--- src/rtl/prg_pkg.sv ---
// Shared types and constants for the Prewitt 3x3 gradient block.
// No dependencies; imported by prg_seq, prg_pipe and prewitt_gradient_3x3.
`timescale 1ns / 1ps
`default_nettype none

package prg_pkg;

  localparam int DEFAULT_MAX_WIDTH = 1024;
  localparam int MAX_HEIGHT        = 4096;

  localparam int PIX_W    = 8;
  localparam int GRAD_W   = 11;
  localparam int WIDTH_W  = 11;
  localparam int HEIGHT_W = 13;
  localparam int ROW_W    = 13;

  localparam int APB_ADDR_W = 4;
  localparam int APB_DATA_W = 32;

  localparam logic [WIDTH_W-1:0]  WIDTH_RST     = WIDTH_W'(640);
  localparam logic [HEIGHT_W-1:0] HEIGHT_RST    = HEIGHT_W'(480);
  localparam logic                DIRECTION_RST = 1'b1;

  // Register index, taken from paddr[3:2]
  typedef enum logic [1:0] {
    REG_WIDTH     = 2'd0,
    REG_HEIGHT    = 2'd1,
    REG_DIRECTION = 2'd2
  } reg_idx_t;

  // Position flags of one accepted beat, worked out from the raster counters
  typedef struct packed {
    logic col0;    // first column of a row
    logic top_ok;  // upper line lies inside the image
    logic mid_ok;  // middle line lies inside the image
    logic bot_ok;  // incoming line lies inside the image
    logic emit;    // beat produces a result
    logic last;    // final result of the frame
  } pos_flags_t;

endpackage

`default_nettype wire

--- src/rtl/prg_seq.sv ---
// Configuration registers (APB) and raster position counters.
// Depends on prg_pkg; feeds position flags to prg_pipe.
`timescale 1ns / 1ps
`default_nettype none

module prg_seq #(
  parameter int MAX_WIDTH = prg_pkg::DEFAULT_MAX_WIDTH,
  parameter int COL_W     = $clog2(MAX_WIDTH)
) (
  input  wire logic                            clk,
  input  wire logic                            rst,
  input  wire logic                            psel,
  input  wire logic                            penable,
  input  wire logic                            pwrite,
  input  wire logic [prg_pkg::APB_ADDR_W-1:0]  paddr,
  input  wire logic [prg_pkg::APB_DATA_W-1:0]  pwdata,
  output logic      [prg_pkg::APB_DATA_W-1:0]  prdata,
  input  wire logic                            accept,
  output logic      [COL_W-1:0]                column,
  output prg_pkg::pos_flags_t                  flags,
  output logic                                 direction,
  output logic                                 restart
);
  import prg_pkg::*;

  localparam logic [HEIGHT_W-1:0] MAXW = HEIGHT_W'(MAX_WIDTH);
  localparam logic [HEIGHT_W-1:0] MAXH = HEIGHT_W'(MAX_HEIGHT);

  logic [WIDTH_W-1:0]  image_width;
  logic [HEIGHT_W-1:0] image_height;
  logic [COL_W-1:0]    column_next;
  logic [ROW_W-1:0]    row, row_next;
  logic [HEIGHT_W-1:0] eff_w, eff_h;
  logic [COL_W-1:0]    w_last;
  logic [ROW_W:0]      row_x, h_x, h1, h2;
  logic                wr_en;

  assign wr_en = psel && penable && pwrite;

  always_ff @(posedge clk) begin
    if (rst) begin
      image_width  <= WIDTH_RST;
      image_height <= HEIGHT_RST;
      direction    <= DIRECTION_RST;
    end else if (wr_en) begin
      case (paddr[3:2])
        REG_WIDTH:     image_width  <= pwdata[WIDTH_W-1:0];
        REG_HEIGHT:    image_height <= pwdata[HEIGHT_W-1:0];
        REG_DIRECTION: direction    <= pwdata[0];
        default: ;
      endcase
    end
  end

  always_comb begin
    case (paddr[3:2])
      REG_WIDTH:     prdata = APB_DATA_W'(image_width);
      REG_HEIGHT:    prdata = APB_DATA_W'(image_height);
      REG_DIRECTION: prdata = APB_DATA_W'(direction);
      default:       prdata = '0;
    endcase
  end

  // Geometry writes start a fresh frame
  assign restart = wr_en && (paddr[3:2] == REG_WIDTH || paddr[3:2] == REG_HEIGHT);

  always_comb begin
    eff_w = HEIGHT_W'(image_width);
    if (eff_w < HEIGHT_W'(3)) begin
      eff_w = HEIGHT_W'(3);
    end else if (eff_w > MAXW) begin
      eff_w = MAXW;
    end
    eff_h = image_height;
    if (eff_h == '0) begin
      eff_h = HEIGHT_W'(1);
    end else if (eff_h > MAXH) begin
      eff_h = MAXH;
    end
  end

  assign w_last = COL_W'(eff_w - HEIGHT_W'(1));
  assign row_x  = (ROW_W+1)'(row);
  assign h_x    = (ROW_W+1)'(eff_h);
  assign h1     = h_x + (ROW_W+1)'(1);
  assign h2     = h_x + (ROW_W+1)'(2);

  always_comb begin
    flags.col0   = (column == '0);
    flags.top_ok = (row >= ROW_W'(2)) && (row_x < h2);
    flags.mid_ok = (row >= ROW_W'(1)) && (row_x < h1);
    flags.bot_ok = (row_x < h_x);
    flags.emit   = flags.col0 ? (row >= ROW_W'(2))
                              : ((row >= ROW_W'(1)) && (row_x <= h_x));
    flags.last   = flags.col0 && (row_x >= h1);
  end

  always_comb begin
    column_next = column;
    row_next    = row;
    if (accept) begin
      if (flags.last) begin
        column_next = '0;
        row_next    = '0;
      end else if (column == w_last) begin
        column_next = '0;
        row_next    = row + ROW_W'(1);
      end else begin
        column_next = column + COL_W'(1);
      end
    end
  end

  always_ff @(posedge clk) begin
    if (rst || restart) begin
      column <= '0;
      row    <= '0;
    end else begin
      column <= column_next;
      row    <= row_next;
    end
  end

endmodule

`default_nettype wire

--- config.mk ---
export PLATFORM = sky130hd
export DESIGN_NAME = prg_seq
export DESIGN_NICKNAME = d
export VERILOG_FILES = /design/src/rtl/prg_pkg.sv /design/src/rtl/prg_seq.sv
export SDC_FILE = /design/constraint.sdc
export NUM_CORES = 1
export LEC_CHECK = 0
export BUFFER_PORTS_ARGS = -buffer_cell sky130_fd_sc_hd__buf_2
export CORE_ASPECT_RATIO = 2
export CORE_MARGIN = 2
export CORE_UTILIZATION = 61
export CTS_CLUSTER_SIZE = 8
export DETAILED_ROUTE_END_ITERATION = 8
export PLACE_DENSITY = 0.95
export SYNTH_ARGS = -nofsm -noshare
export SYNTH_HDL_FRONTEND = slang
export SYNTH_SLANG_ARGS = --single-unit
--- constraint.sdc ---
create_clock -name clk -period 5.6 [get_ports clk]
set_input_delay 0.84 -clock clk [delete_from_list [all_inputs] [get_ports clk]]
set_output_delay 0.84 -clock clk [all_outputs]
set_load 0.02 [all_outputs]
==> impl_results.md, run 1 <==
* Count of pins over their slew limit at 0
* Data arrival time of the critical path at 5.15 ns
* Wire length after detailed routing at 12.0 mm
* Unique masters post-synth at between 60 and 70
* Number of levels in the clock H-tree at 2
* Post-synthesis to final-layout area growth at 8.54%
* Minimum period implied by the final worst setup slack at 5.00 ns
* Worst-margin pin slew at 0.995 ns
* Number of antenna violations at the first check in global routing at 0
* Post-synth ARST share at 0%
* Post-CTS repair timing setup buffer count at 0
* HPWL after detailed placement at 8.52 mm
* Flop pwr share at 41.1%
* Commonest cells post-synth: nand2_1 (87), dfxtp_1 (48), ha_1 (46), nor2_1 (38), a21oi_1 (33)
* Mean routed wirelength per cell at around 17 um
* Hold-fix buffers, CTS at 0
* Detail Route Antenna Nets at 0
* Final cycle utilization of the critical path at 89.2%
* Leakage power at 2.20 nW
* Number of buffers added on ports at 51
* Main area contributors after synthesis: dfxtp_1 (22%), ha_1 (13%), nand2_1 (7.3%)
* Sw frac at 26.3%
* Relative slew slack at 33.7%
* Global-route wire length before repair at 19.1 mm
* Yosys synthesis warning count at 0
* Clock tree from TritonCTS: yes
* Mean Syn Cell Area at 7.61 um^2
* Clock latency on the worst-skew pair at ~0.3 ns
* DRC at 0
* Placeable core region at a little over 7000 um^2
* Routability Congestion at around 0.92
* Largest area contributor in the synthesized netlist: dfxtp_1
* Internal power component at 0.635 mW
* Required @ worst endpoint at 5.75 ns
* Number of instances in the synthesized netlist at 587
* Area share of the largest cell type after synthesis at 21.5%
* Post-DR vias/cell at 6.39
* Ports placed on the boundary at 92
* Startpoint Class: flip-flop
* Worst hold-check path type: reg -> reg
* Post-layout util at between 60% and 70%
* Iteration-0 DRC Markers at 408
* Total number of nets in the final design at between 700 and 800
* Clock network fraction of design power at 47.5%
* Setup clock skew after layout at approximately 0.0045 ns
* Die Footprint at ~8100 um^2
* Maximum fanout along the worst path at 10
* Root Driver: clkbuf_16
* Count of flip-flops with a built-in enable after synthesis at 0
* Total net switching power at 0.227 mW
* Total CTS buffers at 5
* Crit Path Category: reg -> reg
* Portion of total power attributed to combinational logic at 11.4%
* Gr usage total at 29.1%
* Number of maximum-capacitance violations at 0
* Clock Tree Buf Depth at 2
* Post-cts repair resize count at 0
* Number of antenna diodes at 0
* Final sum of negative setup slack at 0 ns
* Worst ir drop on vdd at about 0.00025 V
* Vias in the first global route at just over 4000
* Result of the run: finished, final reports clean
* Vias post-DR at 4513
* Unrepaired setup endpoints after global routing: false
* F_max at 200 MHz
* Most frequently used flop master after synthesis: dfxtp_1
* Flip-flop and latch count after synthesis at 48
* Number of endpoints with negative hold slack in the final report at 0
* Clk sink count at between 40 and 50
* Share of synthesized area occupied by flip-flops and latches at 21.5%
* Clock transition at the registers of the reported paths at 0.07 ns
* Power per standard cell area at 178 nW/um^2
* Largest net degree at the start of global routing at 32
* Number of failing setup endpoints in the final timing report at 0
* Share of final-layout standard cells stronger than drive strength 1 at roughly 14%
* Top-count cell post-synth: nand2_1
* Die height at 125 um
* Die width at 64.5 um
* Rows at between 40 and 50
* Crit path capture type: flip-flop
* Pre-Repair DR Iteration Count at 5
* Effective utilization at floorplan at 62.4%
* Grt ovf at 0
* Total standard cell area after synthesis at about 4500 um^2
* Total power at 0.862 mW
-- logic make-up (layout without fill, tap and decap cells) --
family          count (synthesis)  after routing  share of synthesized area (%)
mux                            14             14                           3.16
simple gates                  250            250                           28.3
compound gates                121            121                           19.5
other cells                     1             19                         0.0839
flops                          48             48                           21.5
xor+xnor                       34             34                           6.66
fa+ha+maj                      46             46                           12.9
buf+inv                        73             82                           7.95
-- sequential cells by signal (all words and copies together) (netlist names) --
name and flops:
column 10, direction 1, image_height 13, image_width 11, row 13
-- cells in the final DEF, fill, tap and decap left out, types with 3 or more instances in the layout --
cell type and instances:
a2111oi_0 3, a211o_1 7, a21o_1 8, a21oi_1 33, a31oi_1 9, and3_1 15, buf_2 51, buf_4 5
clkbuf_16 5, conb_1 19, dfxtp_1 48, ha_1 46, inv_1 17, mux2i_1 13, nand2_1 87, nand2b_1 17
nand3_1 31, nand3b_1 5, nand4_1 9, nor2_1 38, nor2b_1 8, nor3_1 8, nor4_1 9, o211ai_1 11
o211ai_2 8, o21a_1 3, o21ai_0 17, or2_2 3, or3_1 4, xnor2_1 16, xor2_1 18
-- power by group through the flow --
stage               combinational [mW]  sequential (mW)  clock (mW)
floorplan                       0.0807            0.359           0
global placement                0.0924            0.362           0
detailed placement              0.0952            0.362           0
CTS                             0.0970            0.354       0.404
global route                     0.107            0.355       0.412
finish                          0.0982            0.354       0.410
-- path summary, 6_finish.rpt --
check / from / to / slack, ns / cells after the start
hold reg to reg: direction / direction / 0.53 / 2
setup / recovery: image_height[8] / row[1] / 0.60 / 17
hold / removal: direction / direction / 0.53 / 2
setup reg to reg: image_height[8] / row[1] / 0.60 / 17
-- stage by stage --
step	setup slack (ns)	hold slack, ns	area (um^2)	instances
floorplan	1.69	0.474	4540	605
global placement	0.881	0.487	4660	698
detailed placement	0.798	0.507	4660	698
CTS	0.711	0.526	4850	706
global route	0.235	0.579	4850	706
finish	0.603	0.527	4850	706
-- worst max-delay path: stages, from the launching register on --
cell and delay (ns):
dfxtp_1 0.42, nor4_1 0.50, a31oi_1 0.21, nor2_1 0.33, ha_1 0.32, nand3_1 0.17
nor2_1 0.22, xor2_1 0.16, nand2_1 0.08, ha_1 0.31, nand2_1 0.08, nor3_1 0.23
o21ai_0 0.17, a21oi_1 0.36, nor2_1 0.15, buf_4 0.20, a21oi_1 0.79, o22ai_1 0.16
-- cell type report --
type	count	area, um^2
flip-flops and latches	48	961
well taps	92	115
repair buffers	56	293
clock buffers	5	125
multi-input cells	484	3220
clock inverters	3	68.8
inverters	18	67.6
fillers	575	2310
-- layer usage --
layer / GRT usage, % / wire length, um / up-vias
li1: - / - / 2109
met1: 34.7 / 4480 / 2087
met2: 51.0 / 6100 / 263
met3: 2.97 / 835 / 54
met4: 13.6 / 541 / 0
met5: 0 / 0 / -
Power figures use the tool's default switching activity.
==> inputs of run 2 (changes only) <==
--- a/config.mk
+++ b/config.mk
@@ -5,6 +5,7 @@
 export SDC_FILE = /design/constraint.sdc
 export NUM_CORES = 1
 export LEC_CHECK = 0
+export ABC_AREA = 1
 export BUFFER_PORTS_ARGS = -buffer_cell sky130_fd_sc_hd__buf_2
 export CORE_ASPECT_RATIO = 2
 export CORE_MARGIN = 2
==> impl_results.md, run 2 <==
* Post-synthesis to final-layout area growth at 8.14%
* Portion of total power attributed to combinational logic at 17.5%
* Layer with the highest usage: met2
* Effective utilization at floorplan at about 62%
* Pre-Repair DR Iteration Count at 5
* Share of synthesized area occupied by flip-flops and latches at 21.5%
* Commonest cells post-synth: nand2_1 (118), inv_1 (77), nor2_1 (70), nand3_1 (57), a21oi_1 (52)
* Die height at 125 um
* Die width at 64.6 um
* Clock tree from TritonCTS: yes
* Unrepaired setup endpoints after global routing: false
* Number of antenna violations at the first check in global routing at 0
* Number of buffers added on ports at 51
* Unique masters post-synth at 46
* F_max at between 150 and 200 MHz
* Relative slew slack at 56.9%
* Highest-count cells in the layout ignoring fill and taps: nand2_1 (118), inv_1 (77), nor2_1 (70), nand3_1 (57), a21oi_1 (52)
* Total standard cell area after synthesis at between 4000 and 5000 um^2
* Cell count after placement at 801
* Crit Path Category: reg -> out
* Top-count cell post-synth: nand2_1
* Slowest cell delay on critical path at 0.39 ns
* Post-route setup slack at ~0.52 ns
* HPWL after detailed placement at ~10 mm
* Flop pwr share at 44.5%
* Total CTS buffers at 5
* Grt ovf at 0
* Number of instances in the synthesized netlist at 673
* DRC at 0
* Number of maximum-capacitance violations at 0
* Crit path capture type: output port
* Routability Congestion at 0.924
* Vias in the first global route at 4626
* Final sum of negative setup slack at 0 ns
* Hold-fix buffers, CTS at 0
* Footprint of the multi-input gates at 3030 um^2
* Sw frac at 30.5%
* Number of levels in the clock H-tree at 2
* Most common library cell in the layout ignoring fill and taps: nand2_1
* Total net switching power at ~0.25 mW
* Mean Syn Cell Area at 6.65 um^2
* Worst hold-check path type: reg -> reg
* Data arrival time of the critical path at approximately 4.2 ns
* Most frequently used flop master after synthesis: dfxtp_1
* Largest net degree at the start of global routing at 38
* Cell with the largest stage delay on the worst path: nor4_1
* Post-DR vias/cell at around 6
* Clock network fraction of design power at 38.0%
* Worst slack at placement at 0.871 ns
* Clk sink count at 48
* Worst-margin pin slew at between 0.6 and 0.7 ns
* Cell count along the critical path at 20
* Registers with the highest flip-flop counts: image_height x13, row x13, image_width x11
* Area share of the largest cell type after synthesis at 21.5%
* Largest area contributor in the synthesized netlist: dfxtp_1
* Share of final-layout standard cells stronger than drive strength 1 at about 12%
* Area taken by flip-flops and latches at 961 um^2
* Minimum period implied by the final worst setup slack at ~5 ns
* Clock latency on the worst-skew pair at about 0.29 ns
* Rows at 44
* Main area contributors after synthesis: dfxtp_1 (21%), ha_1 (13%), nand2_1 (9.9%)
* Met2 usage in global routing at between 50% and 60%
* Final cycle utilization of the critical path at 90.7%
* Required @ worst endpoint at ~4.8 ns
* Post-cts repair resize count at 0
* Clock Tree Buf Depth at 2
* Startpoint Class: flip-flop
* Count of flip-flops with a built-in enable after synthesis at 0
* Setup clock skew after layout at 0.00656 ns
* Wire length after detailed routing at 12.8 mm
* Power per standard cell area at 166 nW/um^2
* Placeable core region at ~7000 um^2
* Post-synth ARST share at 0%
* Ports placed on the boundary at just over 90
* List of cells traversed by the critical path: nor4_1, nand2_1, nand2_1, inv_1, nor2_1, ha_1, nand4_1, nor3_1, xor2_1, o21bai_1, inv_1, ha_1, nand2_1, o21ai_0, a21oi_1, o21a_1, nand3_1, nand2_1, inv_1, buf_2
* Clock transition at the registers of the reported paths at 0.07 ns
* Root Driver: clkbuf_16
* Flip-flop and latch count after synthesis at 48
* Number of endpoints with negative hold slack in the final report at 0
* Result of the run: finished, final reports clean
* Leakage power at roughly 2.3 nW
* Delay-heaviest family, CP: simple AND/OR/NAND/NOR gates
* Maximum fanout along the worst path at 6
* Count of pins over their slew limit at 0
* Count of placed standard cells in the final layout, fillers left out at 809
* Total number of nets in the final design at 804
* Post-CTS repair timing setup buffer count at 0
* Grt met3 use at under 10%
* Vias post-DR at roughly 4800
* Die Footprint at 8080 um^2
* R2R depth at 22
* Mean routed wirelength per cell at roughly 16 um
* Hold Path Depth at 2
* Number of failing setup endpoints in the final timing report at 0
* Number of antenna diodes at 0
* Gr usage total at 31.7%
* Number of buffer and inverter instances along the worst setup path at 4
* Worst ir drop on vdd at 0.000171 V
* Number of fill cells in the layout at 622
* Global-route wire length before repair at 20.4 mm
* Detail Route Antenna Nets at 0
* Iteration-0 DRC Markers at 290
* CP most frequent cell: nand2_1
* Met1 track utilization from global routing at 28.8%
* Internal power component at 0.558 mW
* Yosys synthesis warning count at 0
-- run 2: area by class of cell --
| type | count | area share, % |
|---|---|---|
| clock buffer | 5 | 2.59 |
| clock inverter | 3 | 0.465 |
| inverter | 79 | 6.13 |
| multi-input combinational | 527 | 62.7 |
| sequential | 48 | 19.9 |
| tap | 92 | 2.38 |
| timing repair buffer | 55 | 5.89 |
-- run 2: worst reg2reg max path, cell delays in order, from the launching register on --
cell      delay [ns]
dfxtp_1         0.38
nor4_1          0.39
nand2_1         0.12
nand2_1         0.09
inv_1           0.09
nor2_1          0.22
ha_1            0.26
nand4_1         0.21
nor3_1          0.38
xor2_1          0.15
o21bai_1        0.15
inv_1           0.05
ha_1            0.29
nand2_1         0.06
o21ai_0         0.21
a21oi_1         0.10
o21a_1          0.23
nand3_1         0.20
nand2_1         0.23
nand2_8         0.24
nand2_1         0.09
nand2_2         0.15
nor2_1          0.06
-- run 2: worst paths after layout --
check	startpoint	endpoint	slack (ns)
setup reg to reg	image_height[8]	column[5]	1.15
hold reg to reg	image_height[11]	image_height[11]	0.51
hold / removal	image_height[11]	image_height[11]	0.51
setup / recovery	image_height[8]	flags[0]	0.52
-- run 2: power groups by stage --
stage | sequential (mW) | clock [mW] | combinational, mW
floorplan | 0.364 | 0 | 0.108
global placement | 0.364 | 0 | 0.133
detailed placement | 0.365 | 0 | 0.137
CTS | 0.357 | 0.304 | 0.139
global route | 0.358 | 0.315 | 0.154
finish | 0.357 | 0.305 | 0.140
-- run 2: cell families after synthesis --
| kind of cell | after synthesis | share of synthesized area, % |
|---|---|---|
| compound gates | 128 | 16.3 |
| xor+xnor | 29 | 5.68 |
| fa+ha+maj | 46 | 12.9 |
| buf+inv | 116 | 12.2 |
| flops | 48 | 21.5 |
| other cells | 1 | 0.0838 |
| simple gates | 305 | 31.3 |
-- run 2: routing by layer --
metal	up-vias	routed length, um
li1	2324	-
met1	2205	4320
met2	219	6800
met3	72	544
met4	0	1090
met5	-	0
-- run 2: stage by stage --
| step | cell area, um^2 | total power, mW | utilization (%) | hold slack, ns |
|---|---|---|---|---|
| detailed placement | 4690 | 0.502 | 65.1 | 0.498 |
| finish | 4840 | 0.803 | 67.1 | 0.513 |
| floorplan | 4540 | 0.473 | - | 0.464 |
| global route | 4840 | 0.827 | 67.1 | 0.545 |
| global placement | 4690 | 0.498 | 65.1 | 0.486 |
| CTS | 4840 | 0.800 | 67.1 | 0.507 |
==> inputs of run 3 (changes only) <==
--- a/config.mk
+++ b/config.mk
@@ -9,10 +9,10 @@
 export BUFFER_PORTS_ARGS = -buffer_cell sky130_fd_sc_hd__buf_2
 export CORE_ASPECT_RATIO = 2
 export CORE_MARGIN = 2
-export CORE_UTILIZATION = 61
+export CORE_UTILIZATION = 45
 export CTS_CLUSTER_SIZE = 8
 export DETAILED_ROUTE_END_ITERATION = 8
-export PLACE_DENSITY = 0.95
+export PLACE_DENSITY = 0.79
 export SYNTH_ARGS = -nofsm -noshare
 export SYNTH_HDL_FRONTEND = slang
 export SYNTH_SLANG_ARGS = --single-unit
==> impl_results.md, run 3 (synthesis results as in run 2) <==
* Clock Tree Buf Depth at 2
* Post-cts repair resize count at 0
* Clock network fraction of design power at 38.6%
* Final sum of negative setup slack at 0 ns
* Clock latency on the worst-skew pair at 0.30 ns
* Number of failing setup endpoints in the final timing report at 0
* Vias post-DR at 4685
* Vias in the first global route at 4229
* Share of final-layout standard cells stronger than drive strength 1 at 12.4%
* Number of antenna violations at the first check in global routing at 0
* Pre-Repair DR Iteration Count at 5
* Clk sink count at 48
* Unrepaired setup endpoints after global routing: false
* Crit Path Category: reg -> out
* Iteration-0 DRC Markers at about 310
* Die width at 74.5 um
* Post-CTS repair timing setup buffer count at 0
* Die Footprint at ~11000 um^2
* Data arrival time of the critical path at around 4.3 ns
* Worst-margin pin slew at 0.679 ns
* Placed inst area at ~4700 um^2
* Crit path capture type: output port
* Power per standard cell area at 166 nW/um^2
* Number of buffers added on ports at 51
* Setup clock skew after layout at 0.00712 ns
* Total net switching power at 0.242 mW
* Routability Congestion at around 0.95
* Number of levels in the clock H-tree at 2
* Relative slew slack at 54.7%
* F_max at 194 MHz
* Registers with the highest flip-flop counts: image_height x13, row x13, image_width x11
* Count of pins over their slew limit at 0
* Die height at roughly 150 um
* Mean routed wirelength per cell at 15.1 um
* Internal power component at around 0.57 mW
* Sw frac at 29.8%
* Clock tree from TritonCTS: yes
* Result of the run: finished, final reports clean
* Final design area excluding fillers at approximately 4900 um^2
* Worst hold-check path type: reg -> reg
* Highest-count cells in the layout ignoring fill and taps: nand2_1 (118), inv_1 (77), nor2_1 (70), nand3_1 (57), a21oi_1 (52)
* Wire length after detailed routing at approximately 13 mm
* Leakage power at 2.28 nW
* Most common library cell in the layout ignoring fill and taps: nand2_1
* Maximum fanout along the worst path at 11
* Post-layout util at 50.5%
* Hold-fix buffers, CTS at 0
* Post-DR vias/cell at 5.52
* Grt ovf at 0
* Final cycle utilization of the critical path at 92.1%
* Detail Route Antenna Nets at 0
* Effective utilization at floorplan at 46.1%
* Rows at 51
* Placeable core region at 9700 um^2
* Number of endpoints with negative hold slack in the final report at 0
* Gr usage total at about a quarter
* Number of antenna diodes at 0
* Required @ worst endpoint at 4.76 ns
* Total number of nets in the final design at 804
* Worst ir drop on vdd at 0.000141 V
* DRC at 0
* Minimum period implied by the final worst setup slack at approximately 5.2 ns
* HPWL after detailed placement at 10.3 mm
* Post-synthesis to final-layout area growth at 9.39%
* Flop pwr share at around 44%
* Number of maximum-capacitance violations at 0
* Total CTS buffers at 5
* Startpoint Class: flip-flop
* Root Driver: clkbuf_16
* Portion of total power attributed to combinational logic at between 15 and 20%
* Ports placed on the boundary at 92
* Largest net degree at the start of global routing at 38
* Clock transition at the registers of the reported paths at 0.06 ns
* Global-route wire length before repair at just under 20 mm
run 3: cell types whose count changed in the layout (fill, tap and decap cells not counted), sizes merged:
cell / previous run / this run
inv: 80 / 79
clkbuf: 5 / 6
clkinvlp: 0 / 2
clkinv: 2 / 0
run 3: power by group through the flow:
stage,Clock (mW),Sequential [mW],Combinational (mW)
after global routing,0.328,0.358,0.155
final,0.313,0.357,0.140
after detailed placement,0,0.365,0.138
after CTS,0.316,0.357,0.139
after global placement,0,0.365,0.136
after floorplan,0,0.364,0.108
run 3: path summary, 6_finish.rpt:
check / startpoint / end / slack, ns / cells after the start
setup reg to reg: image_height[5] / column[8] / 1.09 / 25
hold reg to reg: image_height[1] / image_height[1] / 0.50 / 2
setup / recovery: image_height[5] / flags[0] / 0.44 / 23
hold / removal: image_height[1] / image_height[1] / 0.50 / 2
run 3: layer usage:
layer	global-route usage, %	vias to the layer above	part of all wire [%]
li1	-	2313	-
met1	22.5	2177	34
met2	44.2	136	56
met3	2.29	59	3.1
met4	15.3	0	6.9
met5	0	-	0
run 3: critical path: stages, from the launching register on:
cell	delay, ns
dfxtp_1	0.31
inv_1	0.15
nand4_1	0.13
nor4_1	0.17
nand2_1	0.10
nand2_1	0.07
buf_4	0.16
inv_1	0.09
nor2_1	0.24
ha_1	0.27
nand4_1	0.23
nor3_1	0.33
xor2_1	0.14
o21bai_1	0.18
inv_1	0.07
ha_1	0.28
nand2_1	0.07
o21ai_0	0.23
a21oi_1	0.10
o21a_1	0.19
nand3_1	0.14
nand2_1	0.11
inv_1	0.12
buf_2	0.17
run 3: area by class of cell:
type | count | area, um^2
well taps | 132 | 165
repair buffers | 55 | 285
inverters | 79 | 297
clock buffers | 6 | 139
fillers | 1033 | 4800
flip-flops and latches | 48 | 961
multi-input cells | 527 | 3030
clock inverters | 2 | 15.0
run 3: metrics by stage:
stage	total power [mW]	hold slack, ns	setup slack, ns	cells
6_report	0.810	0.503	0.440	849
5_1_grt	0.842	0.559	0.121	849
2_1_floorplan	0.473	0.464	1.21	691
3_5_place_dp	0.503	0.495	0.827	841
3_3_place_gp	0.501	0.489	0.931	841
4_1_cts	0.811	0.503	0.520	849
